### src/rtl/rgb565_run_length_encoder_assert.svh
// Assertion helpers for the RGB565 run-length encoder.
`ifndef RGB565_RUN_LENGTH_ENCODER_ASSERT_SVH
`define RGB565_RUN_LENGTH_ENCODER_ASSERT_SVH

// Same-cycle implication, disabled during reset.
`define RLE_ASSERT_IMP(lbl, clk, rstn, ante, cons) \
    lbl: assert property (@(posedge clk) disable iff (!rstn) (ante) |-> (cons)) \
        else $error("rle565 check failed");

// Next-cycle implication, disabled during reset.
`define RLE_ASSERT_NEXT(lbl, clk, rstn, ante, cons) \
    lbl: assert property (@(posedge clk) disable iff (!rstn) (ante) |=> (cons)) \
        else $error("rle565 check failed");

`endif

### src/rtl/rle565_pkg.sv
`default_nettype none

package rle565_pkg;

    localparam int unsigned QUEUE_DEPTH = 4;
    localparam int unsigned PTR_W       = 2;
    localparam int unsigned CNT_W       = 3;

    localparam logic [7:0] RUN_MAX      = 8'd255;
    localparam logic       ORDER_RGB    = 1'b0;

    typedef struct packed {
        logic [7:0]  len;
        logic [15:0] color;
        logic        done;
        logic        last;
    } t_run;

    function automatic logic [15:0] pack565(
        input logic       order,
        input logic [7:0] red,
        input logic [7:0] green,
        input logic [7:0] blue
    );
        logic [7:0] hi;
        logic [7:0] mid;
        hi  = (order == ORDER_RGB) ? red   : green;
        mid = (order == ORDER_RGB) ? green : red;
        return {hi[7:3], mid[7:2], blue[7:3]};
    endfunction

endpackage

`default_nettype wire

### src/rtl/rgb565_run_length_encoder.sv
// A taken pixel is registered first; its runs are pushed into the output queue once it can fire.
// Throughput: one pixel per cycle while runs drain at the pace they form;
// a pixel that closes a run and its frame pushes two runs into a 4-entry queue,
// so the pixel input stalls while fewer than two entries would be free after a pop.
// Reset (i_rst_n low, synchronous): queue empty, no open run, color order RGB.
`default_nettype none

module rgb565_run_length_encoder (
    input  wire        i_clk,
    input  wire        i_rst_n,
    input  wire        i_cfg_wr_en,
    input  wire        i_cfg_wr_data,
    input  wire        i_valid,
    output logic       o_stall,
    input  wire  [7:0] i_red_in,
    input  wire  [7:0] i_green_in,
    input  wire  [7:0] i_blue_in,
    input  wire        i_frame_last,
    output logic       o_valid,
    input  wire        i_stall,
    output logic [7:0] o_run_length,
    output logic [7:0] o_color_high,
    output logic [7:0] o_color_low,
    output logic       o_frame_done,
    output logic       o_last_of_item
);

    logic                               r_color_order;
    logic                               r_in_valid;
    logic [7:0]                         r_in_red;
    logic [7:0]                         r_in_green;
    logic [7:0]                         r_in_blue;
    logic                               r_in_frame_last;
    logic [15:0]                        r_run_color;
    logic [7:0]                         r_run_count;
    rle565_pkg::t_run                   r_queue [rle565_pkg::QUEUE_DEPTH];
    logic [rle565_pkg::PTR_W-1:0]       r_wr_ptr;
    logic [rle565_pkg::PTR_W-1:0]       r_rd_ptr;
    logic [rle565_pkg::CNT_W-1:0]       r_cnt;

    logic [rle565_pkg::CNT_W-1:0]       n_cnt;
    logic [rle565_pkg::CNT_W-1:0]       cnt_after_pop;
    logic [rle565_pkg::CNT_W-1:0]       push_cnt;
    logic [rle565_pkg::PTR_W-1:0]       wr_ptr_next;
    logic                               in_take;
    logic                               pop;
    logic                               fire;
    logic [15:0]                        pix_color;
    logic                               run_close;
    logic [7:0]                         n_run_count;
    rle565_pkg::t_run                   close_run;
    rle565_pkg::t_run                   flush_run;
    rle565_pkg::t_run                   head;

    assign pop           = o_valid && !i_stall;
    assign cnt_after_pop = r_cnt - {{(rle565_pkg::CNT_W-1){1'b0}}, pop};
    assign fire          = r_in_valid &&
                           (cnt_after_pop <= rle565_pkg::CNT_W'(rle565_pkg::QUEUE_DEPTH - 2));
    assign o_stall       = r_in_valid && !fire;
    assign in_take       = i_valid && !o_stall;

    assign pix_color = rle565_pkg::pack565(r_color_order, r_in_red, r_in_green, r_in_blue);
    assign run_close = (r_run_count != 8'd0) &&
                       ((r_run_color != pix_color) || (r_run_count == rle565_pkg::RUN_MAX));
    assign n_run_count = run_close ? 8'd1 : (r_run_count + 8'd1);

    always_comb begin
        close_run.len   = r_run_count;
        close_run.color = r_run_color;
        close_run.done  = 1'b0;
        close_run.last  = !r_in_frame_last;
        flush_run.len   = n_run_count;
        flush_run.color = pix_color;
        flush_run.done  = 1'b1;
        flush_run.last  = 1'b1;
    end

    assign push_cnt = fire ? (rle565_pkg::CNT_W'(run_close) + rle565_pkg::CNT_W'(r_in_frame_last))
                           : '0;
    assign n_cnt       = cnt_after_pop + push_cnt;
    assign wr_ptr_next = r_wr_ptr + rle565_pkg::PTR_W'(1);

    assign head           = r_queue[r_rd_ptr];
    assign o_valid        = (r_cnt != '0);
    assign o_run_length   = head.len;
    assign o_color_high   = head.color[15:8];
    assign o_color_low    = head.color[7:0];
    assign o_frame_done   = head.done;
    assign o_last_of_item = head.last;

    always_ff @(posedge i_clk) begin
        if (!i_rst_n) begin
            r_color_order <= rle565_pkg::ORDER_RGB;
        end else if (i_cfg_wr_en) begin
            r_color_order <= i_cfg_wr_data;
        end
    end

    always_ff @(posedge i_clk) begin
        if (!i_rst_n) begin
            r_in_valid <= 1'b0;
        end else if (!o_stall) begin
            r_in_valid <= i_valid;
        end
    end

    always_ff @(posedge i_clk) begin
        if (in_take) begin
            r_in_red        <= i_red_in;
            r_in_green      <= i_green_in;
            r_in_blue       <= i_blue_in;
            r_in_frame_last <= i_frame_last;
        end
    end

    always_ff @(posedge i_clk) begin
        if (!i_rst_n) begin
            r_run_color <= '0;
            r_run_count <= '0;
        end else if (fire) begin
            r_run_color <= pix_color;
            r_run_count <= r_in_frame_last ? 8'd0 : n_run_count;
        end
    end

    always_ff @(posedge i_clk) begin
        if (fire && run_close) begin
            r_queue[r_wr_ptr] <= close_run;
        end else if (fire && r_in_frame_last) begin
            r_queue[r_wr_ptr] <= flush_run;
        end
        if (fire && run_close && r_in_frame_last) begin
            r_queue[wr_ptr_next] <= flush_run;
        end
    end

    always_ff @(posedge i_clk) begin
        if (!i_rst_n) begin
            r_wr_ptr <= '0;
            r_rd_ptr <= '0;
            r_cnt    <= '0;
        end else begin
            r_wr_ptr <= r_wr_ptr + rle565_pkg::PTR_W'(push_cnt);
            r_rd_ptr <= r_rd_ptr + rle565_pkg::PTR_W'(pop);
            r_cnt    <= n_cnt;
        end
    end

`include "rgb565_run_length_encoder_assert.svh"

    `RLE_ASSERT_IMP(a_queue_bound, i_clk, i_rst_n, 1'b1,
        r_cnt <= rle565_pkg::CNT_W'(rle565_pkg::QUEUE_DEPTH))
    `RLE_ASSERT_IMP(a_len_nonzero, i_clk, i_rst_n, o_valid, o_run_length != 8'd0)
    `RLE_ASSERT_IMP(a_done_is_last, i_clk, i_rst_n, o_valid && o_frame_done, o_last_of_item)
    `RLE_ASSERT_NEXT(a_frame_clears_run, i_clk, i_rst_n, fire && r_in_frame_last,
        r_run_count == 8'd0)

endmodule

`default_nettype wire
### config.mk
export PLATFORM = sky130hd
export DESIGN_NAME = rgb565_run_length_encoder
export DESIGN_NICKNAME = d
export VERILOG_FILES = /design/src/rtl/rle565_pkg.sv /design/src/rtl/rgb565_run_length_encoder.sv
export VERILOG_INCLUDE_DIRS = /design/src /design/src/rtl
export SDC_FILE = /design/constraint.sdc
export NUM_CORES = 1
export LEC_CHECK = 0
export ABC_AREA = 1
export BUFFER_PORTS_ARGS = -buffer_cell sky130_fd_sc_hd__buf_2
export CORE_MARGIN = 8
export CORE_UTILIZATION = 55
export DETAILED_ROUTE_END_ITERATION = 8
export HOLD_SLACK_MARGIN = 0.05
export PLACE_DENSITY_LB_ADDON = 0.15
export SYNTH_ARGS = -nofsm -noshare
export SYNTH_HDL_FRONTEND = slang
export SYNTH_SLANG_ARGS = --single-unit
### constraint.sdc
create_clock -name i_clk -period 3.4 [get_ports i_clk]
set_input_delay 0.17 -clock i_clk [delete_from_list [all_inputs] [get_ports i_clk]]
set_output_delay 0.17 -clock i_clk [all_outputs]
set_load 0.02 [all_outputs]
# Word level (Yosys, flattened, before mapping)
# Memories as Yosys holds them, arrays and structs flattened. A register that Yosys moved wholly into a read port is not among the register bits.
# Cells that the tools add are included.
# W data, S select, Z words.
# word_totals
regBits	58
ram_bits	104
output_inout_bits	28
mem_count	1
# mem_list
name	words	width	rd	rd_ports_with_merged_regs	wr	line	source
r_queue	4	26	1	1	2	rgb565_run_length_encoder.sv:36	rle565_pkg::t_run r_queue [rle565_pkg::QUEUE_DEPTH];
# op_classes
add_sub_neg	7
n_lt_le_gt_ge	1
eq_ne	2
n_mux	14
n_bitwise	1
n_reduce_logical	15
# op_table
operator	n
$mux W8	4
$mux W26	1
$ne A16 B16 Y1	1
$add A8 B1 Y8 const B	1
$eq A8 B8 Y1 const B	1
$logic_and A1 B1 Y1	8
$reduce_bool A8 Y1	1
$mux W1	7
$logic_not A1 Y1	4
$mux W2	2
$add A3 B2 Y3	1
$le A3 B2 Y1 const B	1
$reduce_bool A3 Y1	1
$sub A3 B1 Y3	1
$add A1 B1 Y2	1
$add A2 B1 Y2	1
$add A2 B1 Y2 const B	1
$add A2 B2 Y2	1
$logic_or A1 B1 Y1	1
$or A1 B1 Y1	1

# Logic depth before layout (Yosys ltp)
# depth
word_depth	10
depth_mapped	18

# Least setup slack after synthesis
# No wires, ideal clock.
# synth_timing
path_type	register to register
from	register r_cnt[2] (netlist name)
to	memory r_queue[0][10] (netlist name), enable pin
t_arrival_ps	2546
required_ps	3019
setup_slack_ps	473
path_stages_with_launch	14
cell_sequence	dfxtp_1 inv_1 a31oi_1 ha_1 ha_1 xor2_1 inv_1 nand3_1 nor2_1 inv_1 nand2_2 nand2_1 buf_2 nand2_1
# synth_lines
element	line	source
from (decl)	rgb565_run_length_encoder.sv:39	logic [rle565_pkg::CNT_W-1:0] r_cnt;
from (signal assigned)	rgb565_run_length_encoder.sv:145	r_cnt <= n_cnt;
to (decl)	rgb565_run_length_encoder.sv:36	

==> results.md <==
* Top achievable clock speed at between 300 and 400 MHz
* Synthesized netlist net count at just under 1,000
* Worst Setup End Kind: flop
* Pwr/cell area at 708.3 nW/um^2
* Normalized max-slew margin at between 40% and 50%
* Worst setup SP type: flop
* Detailed-placement wirelength estimate at 11,990 um
* CP arrival at 3240 ps
* Synthesized area divided by synthesized cell count at roughly 8.3 sq um
* Start-to-end type of the worst setup path: flop to flop
* Peak supply drop at about 0.37 mV
* Number of antenna violations at the first check in global routing at 0
* Remaining antenna violation count at 0
* Setup violators final at 0
* Cell types with the largest area share after synthesis: edfxtp_1 43%, nand2_1 17%, dfxtp_1 10%, nor2_1 4.8%, o21ai_0 4.4%
* Global-route wire length before repair at between 30,000 and 40,000 um
* TritonCTS clock tree: yes
* Cells after DPL at 1,151
* Floorplan die width at between 100 and 150 um
* Area of the mapped netlist at 7889 sq um
* Insertion delay to the later sink of the worst-skew pair at between 400 and 500 ps
* Total clock buffers created by CTS at 17
* Setup tns final at 0 ps
* Starting Density at about 57%
* Number of cells in the finished layout apart from fillers at 1,204
* Worst hold-check slack at between 100 and 150 ps
* Instance count of the mapped netlist at 947
* I/O Buffers at between 50 and 60
* Routability congestion estimate from global placement at about 0.84
* Required time worst endpoint at between 3000 and 4000 ps
* Std-Cell Core Area at 13,930 sq um
* List of cells traversed by the critical path: inv_4 > nand2_1 > nand2_1 > nand2_1 > nand2_1 > nor2_1 > nand2_1 > nor2_2 > nand3_2 > nand2_4 > inv_2 > nand2_8 > nor2_8 > inv_1 > nand2_1 > buf_12
* Number of filler instances in the final layout at 1,179
* Setup slack after layout at ~350 ps
* Antenna Cells at 0
* Die area at approximately 18,000 sq um
* Total of warnings raised by yosys at 0
* Clock transition at path regs at ~60 ps
* Flip-flop and latch count after synthesis at about 160
* Share of Yosys cell area claimed by the top area cell type at a little over two fifths
* Measured slew at the worst slew-check pin at 818.2 ps
* Met3 WL post-DR at between 1500 and 2000 um
* Outcome: finished clean
* Number of buffers inserted to repair setup after CTS at 0
* Drt drc at 0
* Static Leakage at between 3 and 4 nW
* Final core utilization at roughly two thirds
* Via density per instance at roughly 5.3
* Total routed wirelength at 18,490 um
* Maximum clock path buffer count at 2
* Setup repair after global routing missed its margin: false
* Root Buffer Master: clkbuf_16
* Detailed Route Iter0 Violations at between 500 and 600
* Die H at between 100 and 150 um
* Highest-delay cell along the critical path: dfxtp_1
* Critical Path Most Common Cell: nand2_1
* Total iterations of the first detailed-routing run at 6
* Final period demand of the worst path at between 3000 and 4000 ps
* Standard-cell row count at 43
* Wire length on met1 at roughly 8300 um
* Uppermost metal layer occupied by signal nets: met4
* Critical path peak fanout at 21
* Total congestion overflow after global routing at 0
* Share of final-layout standard cells stronger than drive strength 1 at about 13%
* Post-placement worst setup slack at between 300 and 400 ps
* Post-synth top area cell: edfxtp_1
* Number of max-cap violations at 0
* Hold Path Class: input pin to flop
* Ratio of final minimum period to clock period at between 80% and 90%
* Hold Violations, Final at 0
* WL per Instance at about 15 um
* Area growth, synth to finish at 15.54%
* Final Net Count at 1,050
* Final max-slew violation count at 0
* Number of I/O pins at slightly below 60
* CTS H-tree lvls at 4
* Critical Path Max Stage Delay at 710 ps
* Clock net sink count at around 160
* Total global-route track usage at a little over a fifth
* Maximum clock skew at final layout at 7.957 ps
* Count of cell types in the netlist at 38
* Metal2 WL at slightly above 8000 um
* Vias post-DR at between 6,000 and 7,000
* Number of global-route vias before repair at 5,838
* Sequential-to-total area share from yosys stat at between 50% and 60%
* Maximum number of pins on one net before global-route repair at 54
through the flow:
| step | area, sq um | total power, mW |
|---|---|---|
| 2_1_floorplan | 7889 | 3.909 |
| 3_3_place_gp | 8304 | 4.523 |
| 3_5_place_dp | 8304 | 4.557 |
| 4_1_cts | 9115 | 6.476 |
| 5_1_grt | 9115 | 6.804 |
| 6_report | 9115 | 6.456 |
sequential cells by signal, summed over array words and instances, names as in the netlist:
name / cells
r_cnt: 3
r_color_order: 1
r_in_blue: 5
r_in_frame_last: 1
r_in_green: 6
r_in_red: 6
r_in_valid: 1
r_queue: 104
r_rd_ptr: 2
r_run_color: 16
r_run_count: 8
r_wr_ptr: 2
where the power goes:
part	total (mW)	internal, mW	switching (mW)
sequential	2.41	2.28	0.129
clock	1.92	1.15	0.765
combinational	2.12	0.633	1.49
total	6.46	4.07	2.39
cell families (layout without fill, tap and decap cells):
logic type | count (synthesis) | count (layout) | synth area share [%]
fa+ha+maj | 8 | 8 | 1.364
flops | 155 | 155 | 53.80
buf+inv | 114 | 191 | 6.757
compound gates | 131 | 131 | 9.167
xor+xnor | 7 | 7 | 0.7772
simple gates | 532 | 532 | 28.14
synthesized netlist by cell type (all sizes together):
cell	number
inv	64
nand3b	1
xnor2	5
nand3	55
xor2	2
ha	7
nand4	5
o22ai	26
nand2	360
o211ai	2
a21oi	27
buf	24
a31oi	1
nor4	1
dfxtp	41
edfxtp	114
o21ai	74
clkbuf	26
o21a	1
fa	1
nor2	106
nor3	3
or2	1
worst max-delay path: cells and delay by family, from the launching register on:
kind / cells / cell delay (ps)
flops: 1 / 710
simple gates: 12 / 1450
buf+inv: 4 / 610
placed cells by master, fill, tap and decap left out, types with 7 or more instances in the layout:
cell type	netlist	layout
ha_1	7	7
o21ai_0	69	69
o22ai_1	26	26
nand3_1	54	54
nand2_2	8	8
buf_2	7	51
dlygate4sd3_1	0	21
dfxtp_1	41	41
edfxtp_1	114	114
nand2_1	349	349
a21oi_1	27	27
clkbuf_16	0	17
buf_4	5	19
nor2_1	101	100
inv_1	58	58
layout make-up:
| class | count | area, sq um | share of cell area, % |
|---|---|---|---|
| tap | 180 | 225.2 | 2.471 |
| multi-input combinational | 678 | 3114 | 34.17 |
| inverter | 64 | 242.7 | 2.663 |
| clock inverter | 14 | 171.4 | 1.881 |
| clock buffer | 18 | 429.2 | 4.708 |
| timing repair buffer | 95 | 688.2 | 7.550 |
| sequential | 155 | 4244 | 46.56 |
what timing repair did:
action                                  CTS  global route
hold buffers                             21             0
endpoints found under the setup margin    0             0
resized for setup                         0             0
endpoints found under the hold margin    20             0
path summary, 6_finish.rpt:
path | startpoint | endpoint | slack, ps | depth (start not counted)
worst max-delay path | r_color_order | r_queue[3][16] | 350 | 16
worst min-delay path | i_rst_n | r_wr_ptr[0] | 140 | 3
worst max register to register | r_color_order | r_queue[3][16] | 350 | 16
worst min register to register | r_queue[2][1] | r_queue[2][1] | 460 | 2
metal layers:
layer,GRT usage (%),up-vias
met1,29.15,2877
met3,4.266,23
met5,0,-
li1,-,3243
met2,31.95,241
met4,6.539,0
Power figures use the tool's default switching activity.
